$ cat config.mk
export PLATFORM = sky130hd
export DESIGN_NAME = pidaw_ctrl
export DESIGN_NICKNAME = d
export VERILOG_FILES = /design/src/rtl/core/pidaw_pkg.sv /design/src/rtl/core/pidaw_ctrl.sv
export SDC_FILE = /design/constraint.sdc
export NUM_CORES = 1
export LEC_CHECK = 0
export BUFFER_PORTS_ARGS = -buffer_cell sky130_fd_sc_hd__buf_2
export CORE_AREA = 4 4 48 50
export CTS_CLUSTER_DIAMETER = 200
export CTS_CLUSTER_SIZE = 24
export DETAILED_ROUTE_END_ITERATION = 7
export DIE_AREA = 0 0 52 54
export MAX_ROUTING_LAYER = met4
export PLACE_DENSITY = 0.74
export SYNTH_ARGS = -nofsm -noshare
export SYNTH_HDL_FRONTEND = slang
export SYNTH_SLANG_ARGS = --single-unit
$ cat constraint.sdc
create_clock -name clock -period 2.65 [get_ports clock]
set_clock_uncertainty 0.05 [all_clocks]
set_input_delay 0 -clock clock [delete_from_list [all_inputs] [get_ports clock]]
set_output_delay 0 -clock clock [all_outputs]
set_load 0.01 [all_outputs]
$ cat src/rtl/core/pidaw_pkg.sv
// ----------------------------------------------------------------------------
// pidaw_pkg
// Shared types for the PID controller with anti-windup: beat payloads,
// register indexes, item kinds, controller states and datapath commands.
// ----------------------------------------------------------------------------
package pidaw_pkg;

   typedef enum logic [1:0] {
      KIND_STEP       = 2'd0,
      KIND_CLEAR      = 2'd1,
      KIND_PRESET     = 2'd2,
      KIND_PRESET_ERR = 2'd3
   } kind_type;

   typedef enum logic [1:0] {
      WM_NONE   = 2'd0,
      WM_CALC   = 2'd1,
      WM_HOLD   = 2'd2,
      WM_FILTER = 2'd3
   } wmode_type;

   typedef enum logic [2:0] {
      CSR_GAIN_P       = 3'd0,
      CSR_GAIN_I       = 3'd1,
      CSR_GAIN_D       = 3'd2,
      CSR_GAIN_AW      = 3'd3,
      CSR_OUT_MIN      = 3'd4,
      CSR_OUT_MAX      = 3'd5,
      CSR_CLAMP_ENABLE = 3'd6,
      CSR_WINDUP_MODE  = 3'd7
   } csr_index_type;

   typedef struct packed {
      kind_type           kind;
      logic [31:0]        dt;
      logic signed [31:0] error_in;
      logic signed [31:0] preset_value;
   } req_type;

   typedef struct packed {
      logic signed [31:0] control_out;
      logic               clamped;
   } rsp_type;

   typedef enum logic [4:0] {
      ST_IDLE,
      ST_DISPATCH,
      ST_AW_MUL,
      ST_AW_MQ,
      ST_DIFF,
      ST_PROD,
      ST_INTEG_ADD,
      ST_DER_DIV,
      ST_DER_WAIT,
      ST_DER_WR,
      ST_DER_ZERO,
      ST_P_MUL,
      ST_P_MQ,
      ST_P_SAVE,
      ST_D_MUL,
      ST_D_MQ,
      ST_PD,
      ST_I_MUL,
      ST_I_MQ,
      ST_VAL,
      ST_CLAMP,
      ST_WIND,
      ST_AWC_DIV,
      ST_PRE_DIV,
      ST_Q_WAIT,
      ST_INTEG_WR,
      ST_PRESET,
      ST_CLEAR,
      ST_RESP
   } state_type;

   typedef enum logic [4:0] {
      OP_NOP,
      OP_LOAD,
      OP_CLEAR,
      OP_MUL_AW,
      OP_MUL_P,
      OP_MUL_D,
      OP_MUL_I,
      OP_MQ,
      OP_DIFF,
      OP_PROD,
      OP_INTEG_ADD,
      OP_DIV_DERIV,
      OP_DERIV_WR,
      OP_DERIV_ZERO,
      OP_P_SAVE,
      OP_PD,
      OP_VAL,
      OP_CLAMP,
      OP_WIND,
      OP_DIV_AWC,
      OP_DIV_PRESET,
      OP_INTEG_WR,
      OP_PRESET,
      OP_RESP
   } dp_op_type;

   typedef struct packed {
      dp_op_type op;
   } dp_cmd_type;

   typedef struct packed {
      kind_type  kind;
      logic      dt_zero;
      logic      gi_zero;
      logic      clamp_en;
      wmode_type wmode;
      logic      div_busy;
      logic      rsp_free;
   } dp_status_type;

endpackage

$ cat src/rtl/core/pidaw_ctrl.sv
// ----------------------------------------------------------------------------
// pidaw_ctrl
// Sequencer that walks the datapath through one item at a time.
// ----------------------------------------------------------------------------
module pidaw_ctrl import pidaw_pkg::*; (
   input  logic          clock,
   input  logic          reset,
   input  logic          req_valid,
   output logic          req_stall,
   input  dp_status_type status,
   output dp_cmd_type    cmd
);

   state_type state_ff, state_in;

   always_ff @(posedge clock) begin
      if (reset) begin
         state_ff <= ST_IDLE;
      end else begin
         state_ff <= state_in;
      end
   end

   always_comb begin
      state_in = state_ff;
      cmd.op   = OP_NOP;
      case (state_ff)
         ST_IDLE: begin
            if (req_valid) begin
               cmd.op   = OP_LOAD;
               state_in = ST_DISPATCH;
            end
         end
         ST_DISPATCH: begin
            case (status.kind)
               KIND_STEP:   state_in = status.dt_zero ? ST_RESP : ST_AW_MUL;
               KIND_CLEAR:  state_in = ST_CLEAR;
               KIND_PRESET: state_in = status.gi_zero ? ST_PRESET : ST_PRE_DIV;
               default:     state_in = status.dt_zero ? ST_DER_ZERO : ST_DER_DIV;
            endcase
         end
         ST_AW_MUL: begin
            cmd.op   = OP_MUL_AW;
            state_in = ST_AW_MQ;
         end
         ST_AW_MQ: begin
            cmd.op   = OP_MQ;
            state_in = ST_DIFF;
         end
         ST_DIFF: begin
            cmd.op   = OP_DIFF;
            state_in = ST_PROD;
         end
         ST_PROD: begin
            cmd.op   = OP_PROD;
            state_in = ST_INTEG_ADD;
         end
         ST_INTEG_ADD: begin
            cmd.op   = OP_INTEG_ADD;
            state_in = ST_DER_DIV;
         end
         ST_DER_DIV: begin
            cmd.op   = OP_DIV_DERIV;
            state_in = ST_DER_WAIT;
         end
         ST_DER_WAIT: begin
            if (!status.div_busy) begin
               state_in = ST_DER_WR;
            end
         end
         ST_DER_WR: begin
            cmd.op   = OP_DERIV_WR;
            state_in = ST_P_MUL;
         end
         ST_DER_ZERO: begin
            cmd.op   = OP_DERIV_ZERO;
            state_in = ST_P_MUL;
         end
         ST_P_MUL: begin
            cmd.op   = OP_MUL_P;
            state_in = ST_P_MQ;
         end
         ST_P_MQ: begin
            cmd.op   = OP_MQ;
            state_in = ST_P_SAVE;
         end
         ST_P_SAVE: begin
            cmd.op   = OP_P_SAVE;
            state_in = ST_D_MUL;
         end
         ST_D_MUL: begin
            cmd.op   = OP_MUL_D;
            state_in = ST_D_MQ;
         end
         ST_D_MQ: begin
            cmd.op   = OP_MQ;
            state_in = ST_PD;
         end
         ST_PD: begin
            cmd.op = OP_PD;
            if (status.kind == KIND_STEP) begin
               state_in = ST_I_MUL;
            end else begin
               state_in = status.gi_zero ? ST_PRESET : ST_PRE_DIV;
            end
         end
         ST_I_MUL: begin
            cmd.op   = OP_MUL_I;
            state_in = ST_I_MQ;
         end
         ST_I_MQ: begin
            cmd.op   = OP_MQ;
            state_in = ST_VAL;
         end
         ST_VAL: begin
            cmd.op   = OP_VAL;
            state_in = ST_CLAMP;
         end
         ST_CLAMP: begin
            cmd.op   = OP_CLAMP;
            state_in = status.clamp_en ? ST_WIND : ST_RESP;
         end
         ST_WIND: begin
            cmd.op = OP_WIND;
            if (status.wmode == WM_CALC && !status.gi_zero) begin
               state_in = ST_AWC_DIV;
            end else begin
               state_in = ST_RESP;
            end
         end
         ST_AWC_DIV: begin
            cmd.op   = OP_DIV_AWC;
            state_in = ST_Q_WAIT;
         end
         ST_PRE_DIV: begin
            cmd.op   = OP_DIV_PRESET;
            state_in = ST_Q_WAIT;
         end
         ST_Q_WAIT: begin
            if (!status.div_busy) begin
               state_in = ST_INTEG_WR;
            end
         end
         ST_INTEG_WR: begin
            cmd.op   = OP_INTEG_WR;
            state_in = (status.kind == KIND_STEP) ? ST_RESP : ST_PRESET;
         end
         ST_PRESET: begin
            cmd.op   = OP_PRESET;
            state_in = ST_RESP;
         end
         ST_CLEAR: begin
            cmd.op   = OP_CLEAR;
            state_in = ST_RESP;
         end
         ST_RESP: begin
            if (status.rsp_free) begin
               cmd.op   = OP_RESP;
               state_in = ST_IDLE;
            end
         end
         default: state_in = ST_IDLE;
      endcase
   end

   assign req_stall = (state_ff != ST_IDLE);

endmodule

## Word-level counts from Yosys, hierarchy flattened

Index checks and enable logic that the tools add are counted.

| word-level totals | value |
|---|---|
| flip-flop bits (word level) | 5 |
| input port bits | 12 |
| memories | 0 |
| output and inout port bits | 6 |
| bits in read-only memories | 0 |
| bits in writable memories | 0 |
| latch bits | 0 |

| operators by class | value |
|---|---|
| $mul | 0 |
| add/sub/neg operators | 0 |
| div/mod/pow operators | 0 |
| $lt $le $gt $ge | 0 |
| bitwise operators | 0 |
| reduce and logical (&&, ||, !) cells | 10 |
| multiplexer cells | 16 |
| equal/unequal tests | 35 |
| shifts and indexed selects | 0 |

Operator list:

| cell | number |
|---|---|
| 5-bit one-hot mux with 26 select lines | 1 |
| 5-bit one-hot mux with 23 select lines | 1 |
| 5-bit equality test (second input constant) | 13 |
| 5-bit by 4-bit equality test with 1-bit output (second input constant) | 8 |
| 5-bit 2-to-1 mux | 6 |
| 5-bit by 3-bit equality test with 1-bit output (second input constant) | 4 |
| 4-bit 2-to-1 mux | 5 |
| 5-bit one-hot mux with 3 select lines | 1 |
| 5-bit by 2-bit equality test with 1-bit output (second input constant) | 2 |
| 2-bit inequality test (second input constant) | 4 |
| 2-bit OR reduction | 3 |
| 5-bit by 1-bit equality test with 1-bit output (second input constant) | 1 |
| 5-bit zero test | 1 |
| 5-bit nonzero test | 1 |
| 2-bit by 1-bit equality test with 1-bit output (second input constant) | 2 |
| 4-bit AND reduction | 1 |
| 4-bit OR reduction | 1 |
| 3-bit 2-to-1 mux | 1 |
| 2-bit equality test (second input constant) | 1 |
| 2-bit zero test | 1 |
| 1-bit logical AND | 1 |
| 1-bit zero test | 1 |
| 1-bit 2-to-1 mux | 1 |

## Logic depth before layout (Yosys ltp)

Gate-level depths: netlist of run 1.

| depth | value |
|---|---|
| depth in word-level cells | 4 |
| gate-level depth with buffers | 6 |
| depth with buffers taken out | 6 |

## Least setup slack after synthesis of run 1

OpenSTA, ideal clock, no wires.

| timing path | value |
|---|---|
| path kind | reg2reg |
| start point | register state_ff[4] |
| end point | register state_ff[1] |
| path buffers | 1 |
| arrival time | 1085 ps |
| stages on the path, launching flop included | 5 |
| setup slack | 1394 ps |
| period minus slack after synthesis | 1256 ps |
| required time | 2478 ps |
| cell sequence | dfxtp_1 -> buf_4 -> o41ai_1 -> a32o_1 -> a21oi_1 |

| between the ends | value |
|---|---|
| word-level cells in the longest chain between the ends | 3 |
| elaborated cells on any way between the ends | 38 |
| those cells by class | 32 x eq/ne; 1 x mux; 5 x reduce/logical |

RTL lines:

| what | RTL line | text |
|---|---|---|
| start, declared | pidaw_ctrl.sv:14 | `state_type state_ff, state_in;` |
| start signal, assigned | pidaw_ctrl.sv:20 | `state_ff <= state_in;` |
| 5-bit equality test (tied with other cells) | pidaw_ctrl.sv:27 | `case (state_ff)` |
| 2-bit OR reduction (no line) / 2-bit inequality test (equally long branches) | n/a |  |
| 5-bit one-hot mux with 26 select lines / 4-bit AND reduction (equally long branches) | n/a |  |

Parallel ways exist; a longest one is shown, timed or not.
A chain may end at the register's enable or synchronous reset.

==> flow_summary.json, run 1 <==
{
  "status": "completed",
  "grt_use_met3_pct": 2.77,
  "post-place-ws_ns": 0.807,
  "grt-busiest-layer": "met2",
  "die_y_microns": 54,
  "crit_start": "state_ff[1]",
  "yosys_warnings": 0,
  "io_pins": 18,
  "h-tree-depth": 1,
  "syn-num-nets": 150,
  "cts_sinks": 5,
  "peakVddDrop_mv": 0.685,
  "slew_viol_final": 0,
  "cts_tree": "yes",
  "dp.cells": 170,
  "post-route-period-util_pct": 80.0,
  "ant_nets": 0,
  "reg2regPathDepth": 4,
  "path_clk_slew_ns": 0.04,
  "cts_buffers": 3,
  "switching_share_pct": 53.6,
  "grt_setup_unrepaired": "false",
  "syn_area_sq_um": 1000,
  "power_w": 0.000966,
  "ctsResizeCount": 0,
  "tightest_slew_ns": 0.849,
  "crit_path_end_kind": "primary output",
  "fp.coreArea_sq_mm": 0.00190,
  "clock_latency_ns": 0.25,
  "largestRegisters": "state_ff x5",
  "powerDensity_mw_per_mm2": 901,
  "critPathMaxStageDelay_ns": 0.87,
  "r2r_start": "state_ff[4]",
  "die-area_sq_mm": 0.00281,
  "drtIter0Drc": 64,
  "largest_register_ffs": 5,
  "gp_congestion": 0.946,
  "grt_max_degree": 27,
  "grt_use_met1_pct": 26.3,
  "nets": 165,
  "pwr-share-comb_pct": 67.7,
  "crit_chain": "nand2_1, nand3_1, a21oi_1, a211o_1, buf_2",
  "ctsLongestPathBuffers": 2,
  "rrSetupSlack_ns": 0.74,
  "seqCellArea_sq_um": 100,
  "maxCapViolations": 0,
  "io_buffer_count": 17,
  "cpMaxStageDelayCell": "dfxtp_1",
  "worst_path_dominant_cell_family": "flip-flops",
  "wirelength_mm": 2.64,
  "path_class": "reg -> out",
  "tns_ns": 0,
  "syn2layout_area_growth_pct": 7.26,
  "max_clock_freq_ghz": 0.472,
  "fin_cells": 175,
  "dp_hpwl_mm": 1.93,
  "seq_area_frac_synth_pct": 10.0,
  "p_clk_share_pct": 9.5,
  "wl_per_cell_microns": 15.1,
  "diodes": 0,
  "die_w_microns": 52,
  "met2_usage_pct": 34.3,
  "crit_path_start_kind": "flop",
  "cts_setup_buffers": 0,
  "async_flop_share_pct": 0,
  "largest_register": "state_ff",
  "min_from": "req_valid",
  "p_sw_w": 0.000518,
  "relSlewSlack_pct": 43.4,
  "fillers": 193,
  "grt_overflow": 0,
  "vias": 1112,
  "pwr-share-seq_pct": 22.7,
  "fin_hold_ws_ns": 0.0773,
  "yosys_most_used_dff": "dfxtp_1",
  "avgSynthCellArea_sq_um": 7.46,
  "worst-path-buf-inv": 1,
  "synthDistinctLibCells": 55,
  "finalHoldViolCount": 0,
  "p_leak_nw": 0.418,
  "cts_hold_buf": 1,
  "grt_pass1_wl_mm": 4.35,
  "min_period_ns": 2.12,
  "worst_slack_ns": 0.529,
  "antenna_found_initial": 0,
  "rows": 16,
  "drc": 0,
  "vias_per_cell": 6.35,
  "worst-path-stages": 5,
  "worstReg2RegEnd": "state_ff[3]",
  "yosys_register_bits": 5,
  "power.internal_w": 0.000448,
  "synthCells": 134,
  "track_usage_pct": 20.7,
  "multiInputGateArea_sq_um": 768,
  "synth_edf_count": 0,
  "hold_class": "in -> reg",
  "dr.pass1.iters": 4,
  "setup_violations": 0,
  "grt_pass1_vias": 1032,
  "initial_core_util_pct": 52.6,
  "critPathArrivalTime_ns": 2.07,
  "clockRootBuffer": "clkbuf_4",
  "crit_fanout": 25,
  "final_cell_mix": "17 x a21oi_1, 17 x buf_2, 9 x inv_1, 9 x o21ai_0, 8 x nor2_1",
  "final_layout_size_suffix_gt1_share_pct": 21.6,
  "worstSetupEndpoint": "cmd[2]",
  "crit_required_ns": 2.60
}
stage by stage:
step	util (%)	area, sq um
finish	56.4	1070
global route	56.4	1070
CTS	56.4	1070
detailed placement	54.5	1040
global placement	54.5	1040
floorplan	-	1000
layout make-up:
| class | instances | share of cell area [%] |
|---|---|---|
| tap | 27 | 3.15 |
| timing repair buffer | 20 | 10.3 |
| inverter | 9 | 3.15 |
| sequential | 5 | 9.33 |
| clock buffer | 4 | 2.45 |
| multi-input combinational | 110 | 71.6 |
cell usage after synthesis (all sizes together), types with 4 or more instances:
library cell,number,area (sq um)
a21oi,17,85.1
buf,9,83.8
dfxtp,5,100
ha,4,50.1
inv,9,33.8
nand2,8,32.5
nand3,5,30.0
nor2,8,30.0
nor2b,5,31.3
o21ai,10,50.0
o22ai,5,31.3
tightest hold or removal path, stage by stage:
cell	delay [ns]
buf_2	0.12
nor2_1	0.13
a311oi_1	0.07
worst min path at each step:
stage / end / cells past startpoint
finish: state_ff[3] / 3
CTS: state_ff[3] / 3
global route: state_ff[3] / 3
floorplan: state_ff[4] / 1
detailed placement: state_ff[4] / 2
global placement: state_ff[4] / 2
power groups by stage:
stage	registers [W]	logic (W)	clock network (W)
3_5_place_dp	0.000217	0.000644	0
6_report	0.000220	0.000654	0.0000921
2_1_floorplan	0.000133	0.000619	0
5_1_grt	0.000229	0.000722	0.0000990
3_3_place_gp	0.000213	0.000636	0
4_1_cts	0.000215	0.000648	0.0000886
layer usage:
layer  vias to the layer above  share of wire [%]
met2                        57                 47
met1                       503                 43
met5                         -                  0
li1                        542                  -
met4                         0                2.0
met3                        10                8.4
cells by family (layout without fill, tap and decap cells):
| kind of cell | after synthesis | in the layout | share of synthesized area (%) |
|---|---|---|---|
| AOI/OAI and AO/OA | 61 | 61 | 43.1 |
| xor gates and xnor gates | 1 | 1 | 0.876 |
| adders and majority gates | 4 | 4 | 5.01 |
| buffers and inverters | 19 | 33 | 13.1 |
| DFF | 5 | 5 | 10.0 |
| muxes | 1 | 1 | 1.00 |
| and+or+nand+nor | 43 | 43 | 26.9 |
Power figures use the tool's default switching activity.
==> run 2: changes to the inputs <==
- CORE_AREA: 4 4 48 50 -> 4 4 50 52
- DIE_AREA: 0 0 52 54 -> 0 0 54 56
- PLACE_DENSITY: 0.74 -> 0.71
- clock period: 2.65 -> 1.8 ns (I/O delays scaled with it)
==> run 2 against run 1 <==
Clock power up 49%; sequential share of layout area down 0.14 points; first-iteration DRC count down 4.7%; largest cell class unchanged; largest power group unchanged; cell count up 8.0%; design area up 10%.
==> flow_summary.json, run 2 (synthesis results as in run 1) <==
{
  "status": "completed",
  "max_clock_freq_ghz": 0.586,
  "maxCapViolations": 0,
  "largest_register_ffs": 5,
  "r2r_start": "state_ff[3]",
  "reg2regPathDepth": 5,
  "clock_latency_ns": 0.26,
  "p_leak_nw": 0.485,
  "grt_setup_unrepaired": "false",
  "hold_class": "in -> reg",
  "grt_max_degree": 20,
  "placed_cell_area_sq_mm": 0.00112,
  "dp_hpwl_mm": 2.22,
  "rrSetupSlack_ns": 0.16,
  "cts_tree": "yes",
  "wl_per_cell_microns": 15.2,
  "worstReg2RegEnd": "state_ff[3]",
  "post-route-period-util_pct": 94.9,
  "relSlewSlack_pct": 77.1,
  "syn2layout_area_growth_pct": 18.4,
  "drc": 0,
  "powerDensity_mw_per_mm2": 1340,
  "vias_per_cell": 6.25,
  "dr.pass1.iters": 5,
  "crit_required_ns": 1.75,
  "crit_path_start_kind": "flop",
  "crit_path_end_kind": "primary output",
  "finalHoldViolCount": 0,
  "peakVddDrop_mv": 0.622,
  "die-area_sq_mm": 0.00302,
  "io_buffer_count": 17,
  "cts_buffers": 3,
  "diodes": 0,
  "largest_register": "state_ff",
  "slew_viol_final": 0,
  "min_from": "req_valid",
  "power_w": 0.00159,
  "grt_overflow": 0,
  "path_class": "reg -> out",
  "tightest_slew_ns": 0.339,
  "min_to": "state_ff[3]",
  "track_usage_pct": 20.8,
  "crit_fanout": 19,
  "rows": 17,
  "vias": 1182,
  "initial_core_util_pct": 47.5,
  "drtIter0Drc": 61,
  "critPathArrivalTime_ns": 1.66,
  "final_cell_mix": "17 x a21oi_1, 17 x buf_2, 15 x buf_4",
  "wirelength_mm": 2.86,
  "hold_depth": 3,
  "gp_congestion": 0.987,
  "grt_pass1_wl_mm": 4.71,
  "worst_slack_ns": 0.0921,
  "io_pins": 18,
  "tns_ns": 0,
  "ctsLongestPathBuffers": 2,
  "post-place-ws_ns": 0.104,
  "path_clk_slew_ns": 0.04,
  "final_layout_size_suffix_gt1_share_pct": 31.7,
  "grt_pass1_vias": 1065,
  "fp.coreArea_sq_mm": 0.00211,
  "h-tree-depth": 1,
  "die_w_microns": 54,
  "die_y_microns": 56,
  "fin_area_sq_mm": 0.00118,
  "ant_nets": 0,
  "antenna_found_initial": 0,
  "setup_violations": 0,
  "cts_sinks": 5,
  "nets": 178,
  "clockRootBuffer": "clkbuf_4",
  "largestRegisters": "state_ff x5",
  "min_period_ns": 1.71
}
## run 2: timing repair
action                     in CTS  in global routing
setup endpoints to repair       3                  3
resized for setup               4                  3
pin swaps                       0                  0
setup buffers                   0                  2
hold buffers                    1                  0
hold endpoints to repair        5                  0
## run 2: where the power goes
group / internal [W] / switching [W] / leakage, nW
registers: 0.000159 / 0.000140 / 0.0433
clock network: 0.0000843 / 0.0000532 / 0.0150
logic: 0.000540 / 0.000612 / 0.427
total: 0.000783 / 0.000805 / 0.485
## run 2: through the flow
step	utilization (%)	cells	hold slack [ns]
global placement	53.2	182	0.211
finish	56.2	189	0.0281
detailed placement	53.2	182	0.217
CTS	55.1	187	0.0329
global route	56.2	189	0.0828
floorplan	-	134	0.0146
## run 2: cell type report
cell class	instances	area, sq um
Fill cell	216	922
Multi-Input combinational cell	110	768
Timing Repair Buffer	33	208
Sequential cell	5	109
Inverter	9	37.5
Tap cell	28	35.0
Clock buffer	4	26.3
## run 2: worst max path at each step
stage                           start     endpoint  cells past startpoint
after detailed placement  state_ff[3]  state_ff[3]                      5
after CTS                 state_ff[3]       cmd[2]                      5
after global routing      state_ff[0]       cmd[2]                      5
after global placement    state_ff[3]  state_ff[3]                      5
after floorplan           state_ff[4]  state_ff[1]                      4
final                     state_ff[0]       cmd[2]                      5
## run 2: routing by layer
metal | wire length, microns | vias to the layer above | track usage (%)
li1 | - | 565 | -
met3 | 227 | 7 | 1.61
met5 | 0 | - | -
met1 | 1170 | 553 | 26.8
met4 | 72 | 0 | 9.61
met2 | 1400 | 57 | 32.2
## run 2: worst max-delay path, cell delays in order (launching register included)
cell and delay [ns]:
dfxtp_2 0.49, and2b_1 0.24, o21ai_1 0.18, a21oi_1 0.09, a211o_1 0.26, buf_2 0.14
==> run 3: changes to the inputs <==
- CORE_AREA: 4 4 50 52 -> 2 2 48 50
- DIE_AREA: 0 0 54 56 -> 0 0 50 52
==> run 3 against run 2 <==
Via count fell by 3.5%; routed wire length fell by 2.2%; largest power group unchanged; sequential power fell by 6%; global-route usage rose by 2.2 points; clock power fell by 7%; worst setup slack improved by 0.0064 ns; non-clock buffer count fell by 4; fmax rose by 0.37%; combinational power barely moved; count of clock-buffer cells in the layout did not move.
==> flow_summary.json, run 3 (synthesis results as in run 1) <==
{
  "grt_overflow": 0,
  "cts_setup_buffers": 0,
  "initial_core_util_pct": 47.5,
  "critPathArrivalTime_ns": 1.65,
  "fp.coreArea_sq_mm": 0.00211,
  "post-place-ws_ns": 0.142,
  "ant_nets": 0,
  "tightest_slew_ns": 0.360,
  "dp.cells": 180,
  "grt_pass1_vias": 1071,
  "final_core_util_pct": 54.5,
  "crit_fanout": 17,
  "vias": 1141,
  "peakVddDrop_mv": 0.667,
  "dr.pass1.iters": 4,
  "die-area_sq_mm": 0.00260,
  "final_cell_mix": "17 x a21oi_1, 17 x buf_2, 11 x buf_4",
  "path_clk_slew_ns": 0.04,
  "io_buffer_count": 17,
  "diodes": 0,
  "tns_ns": 0,
  "finalHoldViolCount": 0,
  "die_w_microns": 50,
  "crit_start": "state_ff[1]",
  "syn2layout_area_growth_pct": 14.9,
  "fillers": 198,
  "cts_buffers": 3,
  "worst_path_dominant_cell_family": "flip-flops",
  "cts_sinks": 5,
  "dp_hpwl_mm": 2.14,
  "post-route-period-util_pct": 94.5,
  "nets": 174,
  "ctsLongestPathBuffers": 2,
  "crit_chain": "nor2_1, nand2_1, o22ai_1, a211o_1, buf_2",
  "worst_slack_ns": 0.0984,
  "min_from": "req_valid",
  "crit_required_ns": 1.75,
  "track_usage_pct": 23.0,
  "grt_max_degree": 18,
  "antenna_found_initial": 0,
  "h-tree-depth": 1,
  "power_w": 0.00153,
  "largest_register": "state_ff",
  "drtIter0Drc": 46,
  "max_clock_freq_ghz": 0.588,
  "r2r_start": "state_ff[1]",
  "crit_path_start_kind": "flop",
  "fin_cells": 185,
  "vias_per_cell": 6.17,
  "cts_tree": "yes",
  "min_period_ns": 1.70,
  "powerDensity_mw_per_mm2": 1330,
  "status": "completed",
  "grt_pass1_wl_mm": 4.60,
  "clockRootBuffer": "clkbuf_4",
  "drc": 0,
  "setup_violations": 0,
  "crit_path_end_kind": "primary output",
  "slew_viol_final": 0,
  "hold_class": "in -> reg",
  "cpMaxStageDelayCell": "dfxtp_2",
  "gp_congestion": 0.950,
  "grt_setup_unrepaired": "false",
  "largestRegisters": "state_ff x5",
  "final_layout_size_suffix_gt1_share_pct": 28.7,
  "rows": 17,
  "die_y_microns": 52,
  "maxCapViolations": 0,
  "worst-path-buf-inv": 1,
  "io_pins": 18,
  "path_class": "reg -> out",
  "wirelength_mm": 2.80,
  "p_leak_nw": 0.466,
  "relSlewSlack_pct": 75.7,
  "critPathMaxStageDelay_ns": 0.53,
  "wl_per_cell_microns": 15.1,
  "largest_register_ffs": 5,
  "clock_latency_ns": 0.24
}
-- run 3: cell type report --
type	instances	area, sq um	area share [%]
inverters	9	33.8	2.94
clock buffers	4	26.3	2.29
well taps	28	35.0	3.05
flip-flops and latches	5	108	9.37
multi-input cells	110	768	66.9
repair buffers	29	178	15.5
-- run 3: metal layers --
metal	vias to the layer above	track usage, %	wire [microns]
met5	-	-	0
met4	0	8.80	31
met3	4	1.44	199
met2	58	39.7	1320
met1	520	28.1	1250
li1	559	-	-
-- run 3: worst reg2reg max path: stages (launching register included) --
cell	delay, ns
dfxtp_2	0.41
nor2_1	0.30
buf_4	0.17
nand2_2	0.06
o22a_1	0.25
a311oi_1	0.23
-- run 3: repair_timing --
item                                   in CTS  in global routing
gates resized for setup                     3                  2
hold buffers                                1                  0
setup endpoints to repair                   2                  2
pin swaps                                   0                  0
endpoints found under the hold margin       5                  0
-- run 3: power by group --
part,switching [W],internal [W]
combinational,0.000619,0.000505
sequential,0.000123,0.000157
clock,0.0000433,0.0000836
-- run 3: stage by stage --
| stage | hold WS (ns) | cell area, sq um |
|---|---|---|
| 2_1_floorplan | 0.0146 | 1000 |
| 3_3_place_gp | 0.200 | 1100 |
| 3_5_place_dp | 0.206 | 1100 |
| 4_1_cts | 0.0966 | 1140 |
| 5_1_grt | 0.0844 | 1150 |
| 6_report | 0.0926 | 1150 |
-- run 3: final timing paths --
| kind | slack, ns | cells past startpoint | end |
|---|---|---|---|
| worst min register to register | 0.63 | 2 | state_ff[4] |
| worst min-delay path | 0.09 | 3 | state_ff[3] |
| worst max-delay path | 0.1 | 5 | cmd[2] |
| worst max register to register | 0.23 | 5 | state_ff[3] |
